File: src/sv/fixed_key_value_table_defines.svh
// Assertion macros for the fixed key/value table.
// Used by the top level; expects clk_i and rst_ni in scope.
`ifndef FIXED_KEY_VALUE_TABLE_DEFINES_SVH
`define FIXED_KEY_VALUE_TABLE_DEFINES_SVH

// Same-cycle implication.
`define FKV_ASSERT_IMP(lbl, ante, cons, msg) \
  lbl: assert property (@(posedge clk_i) disable iff (!rst_ni) (ante) |-> (cons)) \
    else $error(msg);

// Next-cycle implication.
`define FKV_ASSERT_NXT(lbl, ante, cons, msg) \
  lbl: assert property (@(posedge clk_i) disable iff (!rst_ni) (ante) |=> (cons)) \
    else $error(msg);

`endif

File: src/sv/fkv_pkg.sv
// Shared types and constants for the fixed key/value table.
// No dependencies.
package fkv_pkg;

  localparam int unsigned ENTRIES     = 128;
  localparam int unsigned KEY_BYTES   = 8;
  localparam int unsigned VALUE_BYTES = 8;
  localparam int unsigned KEY_W       = KEY_BYTES * 8;
  localparam int unsigned VAL_W       = VALUE_BYTES * 8;
  localparam int unsigned IDX_W       = $clog2(ENTRIES);

  localparam logic [1:0] KIND_SET = 2'd0;
  localparam logic [1:0] KIND_GET = 2'd1;
  localparam logic [1:0] KIND_DEL = 2'd2;

  localparam logic [2:0] ST_UPDATED   = 3'd0;
  localparam logic [2:0] ST_CREATED   = 3'd1;
  localparam logic [2:0] ST_FULL      = 3'd2;
  localparam logic [2:0] ST_FOUND     = 3'd3;
  localparam logic [2:0] ST_NOT_FOUND = 3'd4;
  localparam logic [2:0] ST_DELETED   = 3'd5;

  typedef struct packed {
    logic [1:0]  kind;
    logic [63:0] key;
    logic [63:0] new_value;
  } fkv_req_t;

  typedef struct packed {
    logic [2:0]  status;
    logic [63:0] read_value;
  } fkv_rsp_t;

  // Operation broadcast to every cell while a scan runs.
  typedef struct packed {
    logic [1:0]       kind;
    logic [KEY_W-1:0] key;
    logic [VAL_W-1:0] value;
  } fkv_op_t;

  // Search token handed from cell to cell.
  typedef struct packed {
    logic             active;
    logic             hit;
    logic             free_seen;
    logic [IDX_W-1:0] free_idx;
    logic [VAL_W-1:0] rd;
  } fkv_tok_t;

  // Create write issued after a scan that found no match.
  typedef struct packed {
    logic             en;
    logic [IDX_W-1:0] idx;
    logic [KEY_W-1:0] key;
    logic [VAL_W-1:0] value;
  } fkv_wr_t;

endpackage

File: src/sv/fkv_cell.sv
// One table entry of the search chain: key, value, valid mark and token stage.
// Depends on fkv_pkg.
module fkv_cell import fkv_pkg::*; (
  input  logic             clk_i,
  input  logic             rst_ni,
  input  logic [IDX_W-1:0] idx_i,
  input  fkv_op_t          op_i,
  input  fkv_wr_t          wr_i,
  input  fkv_tok_t         tok_i,
  output fkv_tok_t         tok_o
);

  logic [KEY_W-1:0] key_q;
  logic [VAL_W-1:0] val_q, val_d;
  logic             valid_q, valid_d;
  logic             key_we;
  logic             match;
  fkv_tok_t         tok_d, tok_q;

  assign match = tok_i.active && valid_q && (key_q == op_i.key);
  assign key_we = wr_i.en && (wr_i.idx == idx_i);

  always_comb begin
    val_d   = val_q;
    valid_d = valid_q;
    if (key_we) begin
      val_d   = wr_i.value;
      valid_d = 1'b1;
    end else if (match) begin
      if (op_i.kind == KIND_SET) begin
        val_d = op_i.value;
      end
      if (op_i.kind == KIND_DEL) begin
        valid_d = 1'b0;
      end
    end
  end

  always_comb begin
    tok_d        = tok_i;
    tok_d.hit    = tok_i.hit | match;
    if (match) begin
      tok_d.rd = val_q;
    end
    // Record the lowest free entry seen so far.
    if (tok_i.active && !valid_q && !tok_i.free_seen) begin
      tok_d.free_seen = 1'b1;
      tok_d.free_idx  = idx_i;
    end
  end

  always_ff @(posedge clk_i or negedge rst_ni) begin
    if (!rst_ni) begin
      valid_q <= 1'b0;
      tok_q   <= '0;
    end else begin
      valid_q <= valid_d;
      tok_q   <= tok_d;
    end
  end

  always_ff @(posedge clk_i) begin
    val_q <= val_d;
    if (key_we) begin
      key_q <= wr_i.key;
    end
  end

  assign tok_o = tok_q;

endmodule

File: config.mk
export PLATFORM = sky130hd
export DESIGN_NAME = fkv_cell
export DESIGN_NICKNAME = d
export VERILOG_FILES = /design/src/sv/fixed_key_value_table_defines.svh /design/src/sv/fkv_pkg.sv /design/src/sv/fkv_cell.sv
export SDC_FILE = /design/constraint.sdc
export NUM_CORES = 1
export LEC_CHECK = 0
export BUFFER_PORTS_ARGS = -buffer_cell sky130_fd_sc_hd__buf_2
export CAP_MARGIN = 20
export CORE_AREA = 5 5 163 165
export CTS_CLUSTER_DIAMETER = 40
export DETAILED_ROUTE_END_ITERATION = 10
export DIE_AREA = 0 0 168 170
export PLACE_DENSITY = 0.71
export RECOVER_POWER = 50
export SLEW_MARGIN = 20
export SYNTH_ARGS = -nofsm -noshare
export SYNTH_HDL_FRONTEND = slang
export SYNTH_SLANG_ARGS = --single-unit
File: constraint.sdc
create_clock -name clk_i -period 8.7 [get_ports clk_i]
set_input_delay 0.435 -clock clk_i [delete_from_list [all_inputs] [get_ports clk_i]]
set_output_delay 0.435 -clock clk_i [all_outputs]
set_load 0.005 [all_outputs]
=== Word level (Yosys, flattened, before mapping) ===
Index checks and enable logic that the tools add are counted.

* Bits in registers: 203
* Input port bits: 349

* Equal/unequal tests: 3
* Mux-type cells: 8
* Bitwise logic cells: 1
* Reduce and logical (&&, ||, !) cells: 13

{| class="wikitable"
|+ Operators with widths
! cell !! number
|-
| $mux W64 || 4
|-
| $eq A64 B64 Y1 || 1
|-
| $mux W8 || 1
|-
| $eq A7 B7 Y1 || 1
|-
| $reduce_bool A2 Y1 || 3
|-
| $logic_and A1 B1 Y1 || 5
|-
| $reduce_and A2 Y1 || 2
|-
| $mux W1 || 3
|-
| $eq A2 B2 Y1 const B || 1
|-
| $logic_not A1 Y1 || 2
|-
| $logic_not A2 Y1 || 1
|-
| $or A1 B1 Y1 || 1
|}

=== Logic depth before layout (Yosys ltp) ===
Gate-level depths: netlist of the first run.

* Depth in word-level cells: 4
* Gate-level depth with buffers: 8
* Gate-level depth less buffers: 6

=== Least setup slack after synthesis of the first run ===
OpenSTA, ideal clock, no wires.

* Path kind: input-to-reg
* Start: in op_i[99] (netlist bit)
* End: reg val_q[0] (enable)
* Library setup time: 585 ps
* Arrival: 6129 ps
* Data required time: 8115 ps
* Path slack: 1986 ps
* Stages on the path: 6
* Cells stage by stage: nor2b_1 > a2111oi_0 > nand4_1 > nor3_2 > nand4_1 > o32ai_1

* Cells in the longest elaborated chain, start to end: 4

{| class="wikitable"
|+ RTL lines
! what !! line !! source
|-
| from (decl) || fkv_cell.sv:7 || <nowiki>input fkv_op_t op_i,</nowiki>
|-
| $eq A64 B64 Y1 || fkv_cell.sv:20 || <nowiki>assign match = tok_i.active && valid_q && (key_q == op_i.key);</nowiki>
|-
| $logic_and A1 B1 Y1 || fkv_cell.sv:20 ||
|-
| $reduce_bool A2 Y1 (no line) || -- ||
|-
| $reduce_and A2 Y1 (no line) || -- ||
|-
| to (signal assigned) || fkv_cell.sv:63 || <nowiki>val_q <= val_d;</nowiki>
|-
| to (decl) || fkv_cell.sv:14 || <nowiki>logic [VAL_W-1:0] val_q, val_d;</nowiki>
|}

No other way between the ends.
A chain may end at the register's enable or synchronous reset.

==> results of run 1 <==
[per-layer routing]
metal | wire length (um) | global-route usage | up-vias
met5 | 13 | 0 | -
met2 | 12500 | 0.296 | 293
li1 | - | - | 2674
met3 | 2380 | 0.0567 | 51
met1 | 8770 | 0.182 | 2702
met4 | 595 | 0.0395 | 2
[final cells by class]
| type | count | area (sq um) | area share |
|---|---|---|---|
| Timing Repair Buffer | 428 | 2060 | 0.175 |
| Sequential cell | 203 | 5720 | 0.485 |
| Tap cell | 330 | 413 | 0.0350 |
| Clock buffer | 35 | 748 | 0.0635 |
| Inverter | 8 | 30.0 | 0.00255 |
| Clock inverter | 19 | 154 | 0.0131 |
| Multi-Input combinational cell | 253 | 2660 | 0.226 |
[logic make-up (layout without fill, tap and decap cells)]
family / count (synthesis) / count (layout) / share of synthesized area
mux: 135 / 135 / 0.201
compound gates: 12 / 12 / 0.0133
simple gates: 49 / 49 / 0.0350
flops: 203 / 203 / 0.676
xor+xnor: 57 / 57 / 0.0590
buf+inv: 21 / 490 / 0.0157
[through the flow]
stage	cells	hold slack (ps)	setup slack [ps]	instance area (sq um)
6_report	1276	79.5	4520	11800
5_1_grt	1276	52.0	3670	11800
4_1_cts	1276	52.7	5330	11900
3_5_place_dp	1221	438	5170	11000
3_3_place_gp	1221	439	5230	11000
2_1_floorplan	477	139	1990	8470
[state kept, by name, indices dropped and copies added (netlist names)]
register / cells
tok_o: 74
key_q: 64
val_q: 64
valid_q: 1
[worst paths after layout]
check	from	end	slack (ps)	depth (start not counted)
max	rst_ni	tok_o[45]	4520	3
min reg2reg	val_q[11]	tok_o[11]	470	1
min	wr_i[125]	key_q[61]	80	1
min in group asynchronous	rst_ni	tok_o[23]	1070	2
max reg2reg	key_q[30]	val_q[61]	5400	7
max in group clk_i	idx_i[1]	val_q[3]	4710	6
[power groups by stage]
stage / combinational, mW / clock (mW) / sequential [mW]
4_1_cts: 0.194 / 1.10 / 1.06
6_report: 0.185 / 1.06 / 1.06
2_1_floorplan: 0.0608 / 0 / 1.08
3_3_place_gp: 0.187 / 0 / 1.08
5_1_grt: 0.203 / 1.14 / 1.06
3_5_place_dp: 0.192 / 0 / 1.08
[cell usage in the layout, fill, tap and decap left out, types with 3 or more instances in the layout]
cell type / instances
nor2_1: 3
clkbuf_16: 29
mux2_2: 85
buf_2: 349
xnor2_1: 18
nor4_1: 9
clkinv_2: 4
inv_8: 3
nor2b_1: 8
nand2b_1: 9
xor2_1: 39
dfrtp_1: 75
edfxtp_1: 128
mux2_4: 49
buf_4: 3
inv_1: 7
clkbuf_1: 81
clkinvlp_4: 4
nand4_1: 11
clkinv_4: 5
inv_6: 3
==> impl_metrics.json, run 1 <==
{
  "p_total_mw": 2.31,
  "hpwlAfterDp_um": 19200,
  "cts.repair.resized": 0,
  "maxSlewViolCount": 143,
  "cts_tree": "yes",
  "irDropWorstVdd_v": 0.000132,
  "period_share": 0.481,
  "synth_seq_cells": 203,
  "worst_setup_path_end_kind": "asynchronous set/reset pin",
  "failed_checks": "capacitance limit, slew limit",
  "final_nets": 1272,
  "hold_path.class": "in -> reg",
  "overflow": 0,
  "gp_congestion": 0.860,
  "leakagePower_nw": 5.06,
  "firstDrtPassIters": 4,
  "htree_levels": 1,
  "achievable-frequency_mhz": 239,
  "synth_area_leader_cell": "edfxtp_1",
  "synth_edf_count": 128,
  "grt_pass1_vias": 6334,
  "core_area_sq_um": 24900,
  "cts-root-buf": "clkbuf_16",
  "max_cap_viol_count": 3,
  "slew_headroom": -1.24,
  "area_growth_syn_to_layout_pct": 39.2,
  "wl_um": 24300,
  "yosysTopAreaCellShare": 0.454,
  "slowest_delay_ps": 1790,
  "yosys-top-cells-area": "edfxtp_1, dfrtp_1, mux2_2",
  "netSwitchingFraction": 0.225,
  "portBuffers": 422,
  "power_density_nw_per_um2": 196,
  "chipHeight_um": 170,
  "avgRoutedWirePerCell_um": 19.0,
  "final_core_util": 0.473,
  "fp-row-count": 58,
  "critPathMaxFanout": 43,
  "path_cells": "dlygate4sd3_1, clkbuf_1, clkbuf_1",
  "vias": 5722,
  "initial_core_util": 0.340,
  "grt_pass1_wl_um": 35700,
  "rsz0062_at_grt": "no",
  "netlist_top_cells_count": "edfxtp_1, mux2_2, dfrtp_1",
  "grt_max_degree": 66,
  "hold_buffers": 1,
  "clkSinkCount": 203,
  "p_int_mw": 1.79,
  "antenna_cells": 0,
  "io_pins": 423,
  "slowest_stage": "clkbuf_1",
  "finClkSkew_ps": 11.9,
  "critPathKind": "in -> async",
  "drc": 0,
  "antenna_found_initial": 2,
  "combPwrFrac": 0.080,
  "hold_violations": 0,
  "drt_iter0_drc": 266,
  "worstPathRequired_ps": 8830,
  "die_w_um": 168,
  "dieArea_sq_um": 28600,
  "postCtsSetupBuffers": 0,
  "yosysSeqAreaShare": 0.676,
  "ys_warn_count": 0,
  "finalSetupViolations": 0,
  "numCtsBuffers": 29,
  "p_switching_mw": 0.520,
  "async_flop_share": 0.369,
  "path_common_cell": "clkbuf_1",
  "path_buf_inv": 3,
  "synth_most_common_cell": "edfxtp_1",
  "clockBufferDepth": 3,
  "ant_nets": 0,
  "tns_ps": 0,
  "grt_usage": 0.162,
  "crit_family": "buffers and inverters",
  "cp_data_arrival_time_ps": 4310,
  "outcome": "finished, violations left",
  "finalCriticalPeriod_ps": 4180,
  "viasPerCell": 4.48,
  "ys_types": 30,
  "drive_above_1_share": 0.573,
  "critPathLaunchType": "input pin",
  "path_clk_slew_ps": 60,
  "clockPowerShare": 0.461,
  "synth_fp_nets": 826,
  "worstMarginPinSlew_ps": 3360,
  "clock_latency_ps": 530,
  "fillCellCount": 2239,
  "netlist_area_sq_um": 8470,
  "p_seq_frac": 0.459,
  "syn_inst": 477,
  "syn_area_per_cell_sq_um": 17.7,
  "synth_ff_type": "edfxtp_1"
}
(Power assumes the default switching activity.)
==> run 2, diff against run 1 <==
Settings changed: CORE_AREA 5 5 163 165 to 5 5 162 164, DIE_AREA 0 0 168 170 to 0 0 167 169, PLACE_DENSITY 0.71 to 0.74.
Clock period 8.7 ns to 3.6 ns, I/O delays scaled along.
==> run 2 against run 1 <==
Area after synthesis did not move. Synthesized cell count did not move. The run now fails in clock tree synthesis.
==> impl_metrics.json, run 2 <==
{
  "stop_stage": "clock tree synthesis",
  "synth_area_leader_cell": "edfxtp_1",
  "fp-row-count": 58,
  "chipHeight_um": 169,
  "gp_congestion": 0.917,
  "syn_area_per_cell_sq_um": 17.7,
  "clkSinkCount": 203,
  "yosys-top-cells-area": "edfxtp_1, dfrtp_1, mux2_2",
  "die_w_um": 167,
  "initial_core_util": 0.342,
  "yosysSeqAreaShare": 0.676,
  "clockBufferDepth": 3,
  "yosysTopAreaCellShare": 0.454,
  "synth_most_common_cell": "edfxtp_1",
  "htree_levels": 1,
  "numCtsBuffers": 27,
  "cts-root-buf": "clkbuf_16",
  "syn_inst": 477,
  "synth_seq_cells": 203,
  "outcome": "aborted with a tool error",
  "netlist_area_sq_um": 8470,
  "synth_fp_nets": 826,
  "postCtsSetupBuffers": 0,
  "portBuffers": 422,
  "synth_edf_count": 128,
  "async_flop_share": 0.369,
  "netlist_top_cells_count": "edfxtp_1, mux2_2, dfrtp_1",
  "synth_ff_type": "edfxtp_1",
  "ys_warn_count": 0,
  "hold_buffers": 256,
  "io_pins": 423,
  "hpwlAfterDp_um": 18700,
  "cts.repair.resized": 0,
  "ys_types": 30,
  "error_line": "[ERROR RSZ-0060] Max buffer count reached."
}
## run 2: kinds of logic after synthesis
kind of cell    Yosys count  synth area share
simple gates             49            0.0350
xor+xnor                 57            0.0590
buf+inv                  21            0.0157
mux                     135             0.201
compound gates           12            0.0133
flops                   203             0.676
## run 2: stage by stage
stage               hold WS [ps]  cell area [sq um]  utilization  worst slack (ps)  std cells
floorplan                   -116               8490            -               323        477
global placement             192              11000        0.446               583       1224
detailed placement           195              11000        0.446               551       1224
==> run 3, diff against run 2 <==
Settings changed: CORE_AREA 5 5 162 164 to default, CORE_MARGIN from default to 5, CORE_UTILIZATION from default to 29, CTS_CLUSTER_DIAMETER 40 to default, DIE_AREA 0 0 167 169 to default, PLACE_DENSITY 0.74 to default, PLACE_DENSITY_LB_ADDON from default to 0.15.
Clock period 3.6 ns to 4.7 ns, I/O delays scaled along.
==> run 3 against run 2 <==
The flow now finishes, with violations (capacitance limit, slew limit).
==> impl_metrics.json, run 3 (synthesis gave the netlist of run 1 again) <==
{
  "clockBufferDepth": 3,
  "achievable-frequency_mhz": 310,
  "irDropWorstVdd_v": 0.000222,
  "critPathLaunch": "key_q[30]",
  "postCtsSetupBuffers": 0,
  "crit-reg2reg-launch": "key_q[30]",
  "cts_tree": "yes",
  "use_met3": 0.0599,
  "worstHoldStart": "op_i[43]",
  "cp_data_arrival_time_ps": 3350,
  "tns_ps": 0,
  "path_clk_slew_ps": 60,
  "endpoint": "val_q[57]",
  "numCtsBuffers": 25,
  "final_nets": 1442,
  "viasPerCell": 4.19,
  "finalSetupViolations": 0,
  "firstDrtPassIters": 4,
  "wl_um": 26800,
  "maxSlewViolCount": 104,
  "finalCriticalPeriod_ps": 3220,
  "finClkSkew_ps": 7.13,
  "antenna_found_initial": 4,
  "critPathKind": "reg -> reg",
  "drive_above_1_share": 0.477,
  "grt_usage": 0.158,
  "dieArea_sq_um": 32700,
  "vias": 6271,
  "failed_checks": "capacitance limit, slew limit",
  "slew_headroom": -0.513,
  "clkSinkCount": 203,
  "worst_r2r_endpoint": "val_q[57]",
  "portBuffers": 422,
  "mostFrequentLayoutCells": "buf_2, dlygate4sd3_1, edfxtp_1",
  "outcome": "finished, violations left",
  "ant_nets": 0,
  "rr_worst_depth": 7,
  "fp-row-count": 62,
  "gp_congestion": 0.828,
  "worst_setup_path_end_kind": "flip-flop",
  "largest_register_ff_count": 74,
  "initial_core_util": 0.294,
  "leakagePower_nw": 5.72,
  "drc": 0,
  "rsz0062_at_grt": "no",
  "clock_latency_ps": 510,
  "area_growth_syn_to_layout_pct": 58.9,
  "die_w_um": 181,
  "worstPathRequired_ps": 4830,
  "critPathMaxFanout": 64,
  "core_area_sq_um": 28800,
  "htree_levels": 1,
  "power_density_nw_per_um2": 311,
  "grt_pass1_vias": 6848,
  "hpwlAfterDp_um": 20300,
  "max_cap_viol_count": 2,
  "grt_max_degree": 66,
  "grt_use_met2": 0.279,
  "hold_slack_ps": 32.1,
  "final_common_cell": "buf_2",
  "io_pins": 423,
  "period_share": 0.686,
  "cts-root-buf": "clkbuf_16",
  "chipHeight_um": 181,
  "avgRoutedWirePerCell_um": 17.9,
  "min_path_cells": 2,
  "grt_util_met1": 0.187,
  "grt_pass1_wl_um": 40300,
  "critPathLaunchType": "flip-flop",
  "drt_iter0_drc": 173,
  "grt.busiest_layer": "met2",
  "r2r_slack_ps": 1480,
  "hold_path.class": "in -> reg",
  "overflow": 0,
  "worstMarginPinSlew_ps": 2270,
  "hold_violations": 0
}
-- run 3: how the worst min path moves through the flow --
stage / slack, ps / to
2_1_floorplan: -60 / tok_o[0]
3_3_place_gp: 270 / tok_o[7]
3_5_place_dp: 260 / tok_o[7]
4_1_cts: 0.3 / val_q[43]
5_1_grt: 3 / val_q[43]
6_report: 30 / val_q[43]
-- run 3: what timing repair did --
action,CTS,global route
gates resized for setup,0,0
hold buffers,173,0
endpoints found under the hold margin,190,0
-- run 3: critical path: stages, from the launching register on --
cell	delay [ps]
edfxtp_1	400
xor2_1	160
nor4_1	430
nand4_1	200
nor3_2	360
nand4_1	240
o32ai_4	250
buf_4	690
-- run 3: routing by layer --
metal | up-vias | part of all wire
li1 | 3012 | -
met3 | 32 | 0.10
met5 | - | 0.0016
met1 | 2931 | 0.38
met4 | 6 | 0.017
met2 | 290 | 0.50
-- run 3: power breakdown --
part | internal, mW | leakage, nW | switching (mW)
Clock | 1.06 | 0.364 | 0.709
Combinational | 0.295 | 3.33 | 0.167
Sequential | 1.95 | 2.03 | 0.0129
-- run 3: metrics by stage --
step / power (mW) / cells / instance area [sq um] / util / setup WS [ps]
after floorplan: 2.11 / 477 / 8470 / - / 390
after global placement: 2.35 / 1277 / 11100 / 0.384 / 1420
after detailed placement: 2.35 / 1277 / 11100 / 0.384 / 1370
after CTS: 4.29 / 1496 / 13500 / 0.471 / 1360
after global routing: 4.39 / 1497 / 13400 / 0.467 / 1010
final: 4.19 / 1497 / 13400 / 0.467 / 1480
-- run 3: cell type report --
cell class | count | area (sq um)
antenna | 1 | 2.50
clock buffer | 37 | 681
clock inverter | 9 | 77.6
fill | 2683 | 15300
inverter | 8 | 30.0
multi-input combinational | 253 | 2660
sequential | 203 | 5720
tap | 384 | 480
timing repair buffer | 602 | 3790
==> run 4, diff against run 3 <==
Settings changed: ABC_AREA from default to 1.
Clock period 4.7 ns to 3.3 ns, I/O delays scaled along.
==> run 4 against run 3 <==
The run still ends with capacitance limit, slew limit left. Area after synthesis rose by 12%. Critical path depth rose by 4. Register-to-register slack got worse by 680 ps. Combinational power rose by 77%. Global-route usage rose by 3.5 points. Final area rose by 15%. Via count rose by 56%. Critical endpoint is now tok_o[10]. Highest routed layer unchanged.
==> impl_metrics.json, run 4 <==
{
  "power_density_nw_per_um2": 407,
  "drive_above_1_share": 0.219,
  "yosys-top-cells-area": "edfxtp_1, nand2_1, dfrtp_1",
  "rr_worst_depth": 11,
  "finClkSkew_ps": 12.0,
  "critPathKind": "reg -> reg",
  "ys_warn_count": 0,
  "outcome": "finished, violations left",
  "core_area_sq_um": 32400,
  "synth_most_common_cell": "nand2_1",
  "ant_nets": 0,
  "cts-root-buf": "clkbuf_16",
  "leakagePower_nw": 7.50,
  "avgRoutedWirePerCell_um": 16.4,
  "grt_pass1_vias": 10211,
  "hold_violations": 0,
  "worst_setup_path_end_kind": "flip-flop",
  "finalCriticalPeriod_ps": 2500,
  "routed.top_layer": "met5",
  "tns_ps": 0,
  "yosysTopAreaCellShare": 0.405,
  "crit-reg2reg-launch": "key_q[12]",
  "fp-row-count": 66,
  "antenna_found_initial": 3,
  "period_share": 0.758,
  "final_core_util": 0.478,
  "numCtsBuffers": 24,
  "clkSinkCount": 203,
  "hold_path.class": "in -> reg",
  "vias": 9763,
  "critPathMaxFanout": 25,
  "critPathLaunchType": "flip-flop",
  "netlist_top_cells_count": "nand2_1, edfxtp_1, inv_1",
  "min_to": "val_q[56]",
  "mostFrequentLayoutCells": "nand2_1, buf_2, dlygate4sd3_1",
  "instances_no_fill": 2238,
  "io_pins": 423,
  "r2r_slack_ps": 800,
  "hpwlAfterDp_um": 26200,
  "worst_r2r_endpoint": "tok_o[10]",
  "path_clk_slew_ps": 60,
  "viasPerCell": 4.36,
  "overflow": 0,
  "synth_edf_count": 128,
  "min_path_cells": 3,
  "syn_area_per_cell_sq_um": 8.73,
  "dp_cells": 1920,
  "placed_cell_area_sq_um": 12100,
  "clockBufferDepth": 3,
  "slew_headroom": -0.185,
  "worstHoldStart": "op_i[56]",
  "cts.repair.resized": 0,
  "yosysSeqAreaShare": 0.603,
  "netlist_area_sq_um": 9480,
  "synth_fp_nets": 1435,
  "largest_register_ff_count": 74,
  "synth_area_leader_cell": "edfxtp_1",
  "async_flop_share": 0.369,
  "die_w_um": 191,
  "synth_ff_type": "edfxtp_1",
  "portBuffers": 422,
  "finalSetupViolations": 0,
  "final_common_cell": "nand2_1",
  "area_growth_syn_to_layout_pct": 63.1,
  "final_nets": 2125,
  "cts_tree": "yes",
  "grt_usage": 0.193,
  "syn_inst": 1086,
  "pre_cts_ws_ps": 765,
  "gp_congestion": 0.931,
  "grt_pass1_wl_um": 55000,
  "clock_latency_ps": 520,
  "fin_ws_ps": 800,
  "failed_checks": "capacitance limit, slew limit",
  "wl_met3_um": 2510,
  "cp_data_arrival_time_ps": 2900,
  "p_total_mw": 6.29,
  "htree_levels": 1,
  "met2_length_um": 18300,
  "irDropWorstVdd_v": 0.000331,
  "worstPathRequired_ps": 3700,
  "worstMarginPinSlew_ps": 1780,
  "firstDrtPassIters": 5,
  "drc": 0,
  "max_cap_viol_count": 1,
  "drt-met1-wl_um": 14800,
  "grt_max_degree": 67,
  "synth_seq_cells": 203,
  "dieArea_sq_um": 36400,
  "fin_area_sq_um": 15500,
  "fillCellCount": 3120,
  "hold_slack_ps": 29.2,
  "rsz0062_at_grt": "no",
  "wl_um": 36700,
  "drt_iter0_drc": 492,
  "ys_types": 23,
  "chipHeight_um": 191,
  "achievable-frequency_mhz": 400,
  "maxSlewViolCount": 67,
  "initial_core_util": 0.293
}
[run 4: cell count changes in the layout (fill, tap and decap cells not counted), sizes merged, moves of 11 or more]
cell / before / now
mux2: 135 / 2
nand2: 1 / 519
o21ai: 0 / 11
nand4: 11 / 79
inv: 9 / 109
dlygate4sd3: 173 / 272
xor2: 39 / 3
nor2: 5 / 80
[run 4: worst max-delay path: stages (launching register included)]
cell and delay, ps:
edfxtp_1 440, nand2_1 120, nand2_1 60, nor2_1 80
nand2_1 50, nor3_1 270, nand2_1 150, nor2_4 130
nand3_2 520, buf_4 440, nand2_1 80, nand2_1 50
[run 4: how the worst max path moves through the flow]
stage / slack, ps / depth (start not counted) / startpoint / end
3_5_place_dp: 760 / 11 / key_q[12] / tok_o[12]
5_1_grt: 440 / 11 / key_q[12] / tok_o[12]
6_report: 800 / 11 / key_q[12] / tok_o[10]
4_1_cts: 760 / 11 / key_q[12] / tok_o[12]
2_1_floorplan: 130 / 12 / key_q[26] / val_q[0]
3_3_place_gp: 780 / 11 / key_q[12] / tok_o[15]
[run 4: repair_timing]
action                                 CTS  global route
hold buffers                           272             0
endpoints found under the hold margin  267             0
setup buffers                            0             0
[run 4: area by class of cell]
cell class                 count  area [sq um]  share of cell area
clock inverter                 9           118             0.00761
antenna                        2          5.00            0.000324
timing repair buffer         707          4870               0.315
sequential                   203          5720               0.370
clock buffer                  35           663              0.0429
inverter                     109           412              0.0266
tap                          442           553              0.0358
multi-input combinational    731          3120               0.202
[run 4: metal layers]
metal	GRT usage	vias to the layer above
met5	0	-
met4	0.0552	2
met3	0.0359	71
met2	0.348	345
met1	0.237	4492
li1	-	4853
[run 4: cells by family (layout without fill, tap and decap cells)]
kind of cell | after synthesis | count (layout) | share of synthesized area
AND/OR/NAND/NOR | 703 | 703 | 0.305
flip-flops | 203 | 203 | 0.603
buffers and inverters | 152 | 860 | 0.0703
AO/OA/AOI/OAI | 13 | 13 | 0.00713
XOR/XNOR | 13 | 13 | 0.0120
multiplexers | 2 | 2 | 0.00238
other | 0 | 2 | 0
[run 4: report_power, final]
| group | switching (mW) | leakage, nW | internal [mW] | total, mW |
|---|---|---|---|---|
| logic | 0.347 | 5.09 | 0.472 | 0.819 |
| clock network | 1.05 | 0.381 | 1.62 | 2.67 |
| registers | 0.0255 | 2.03 | 2.78 | 2.81 |
| total | 1.42 | 7.50 | 4.88 | 6.29 |
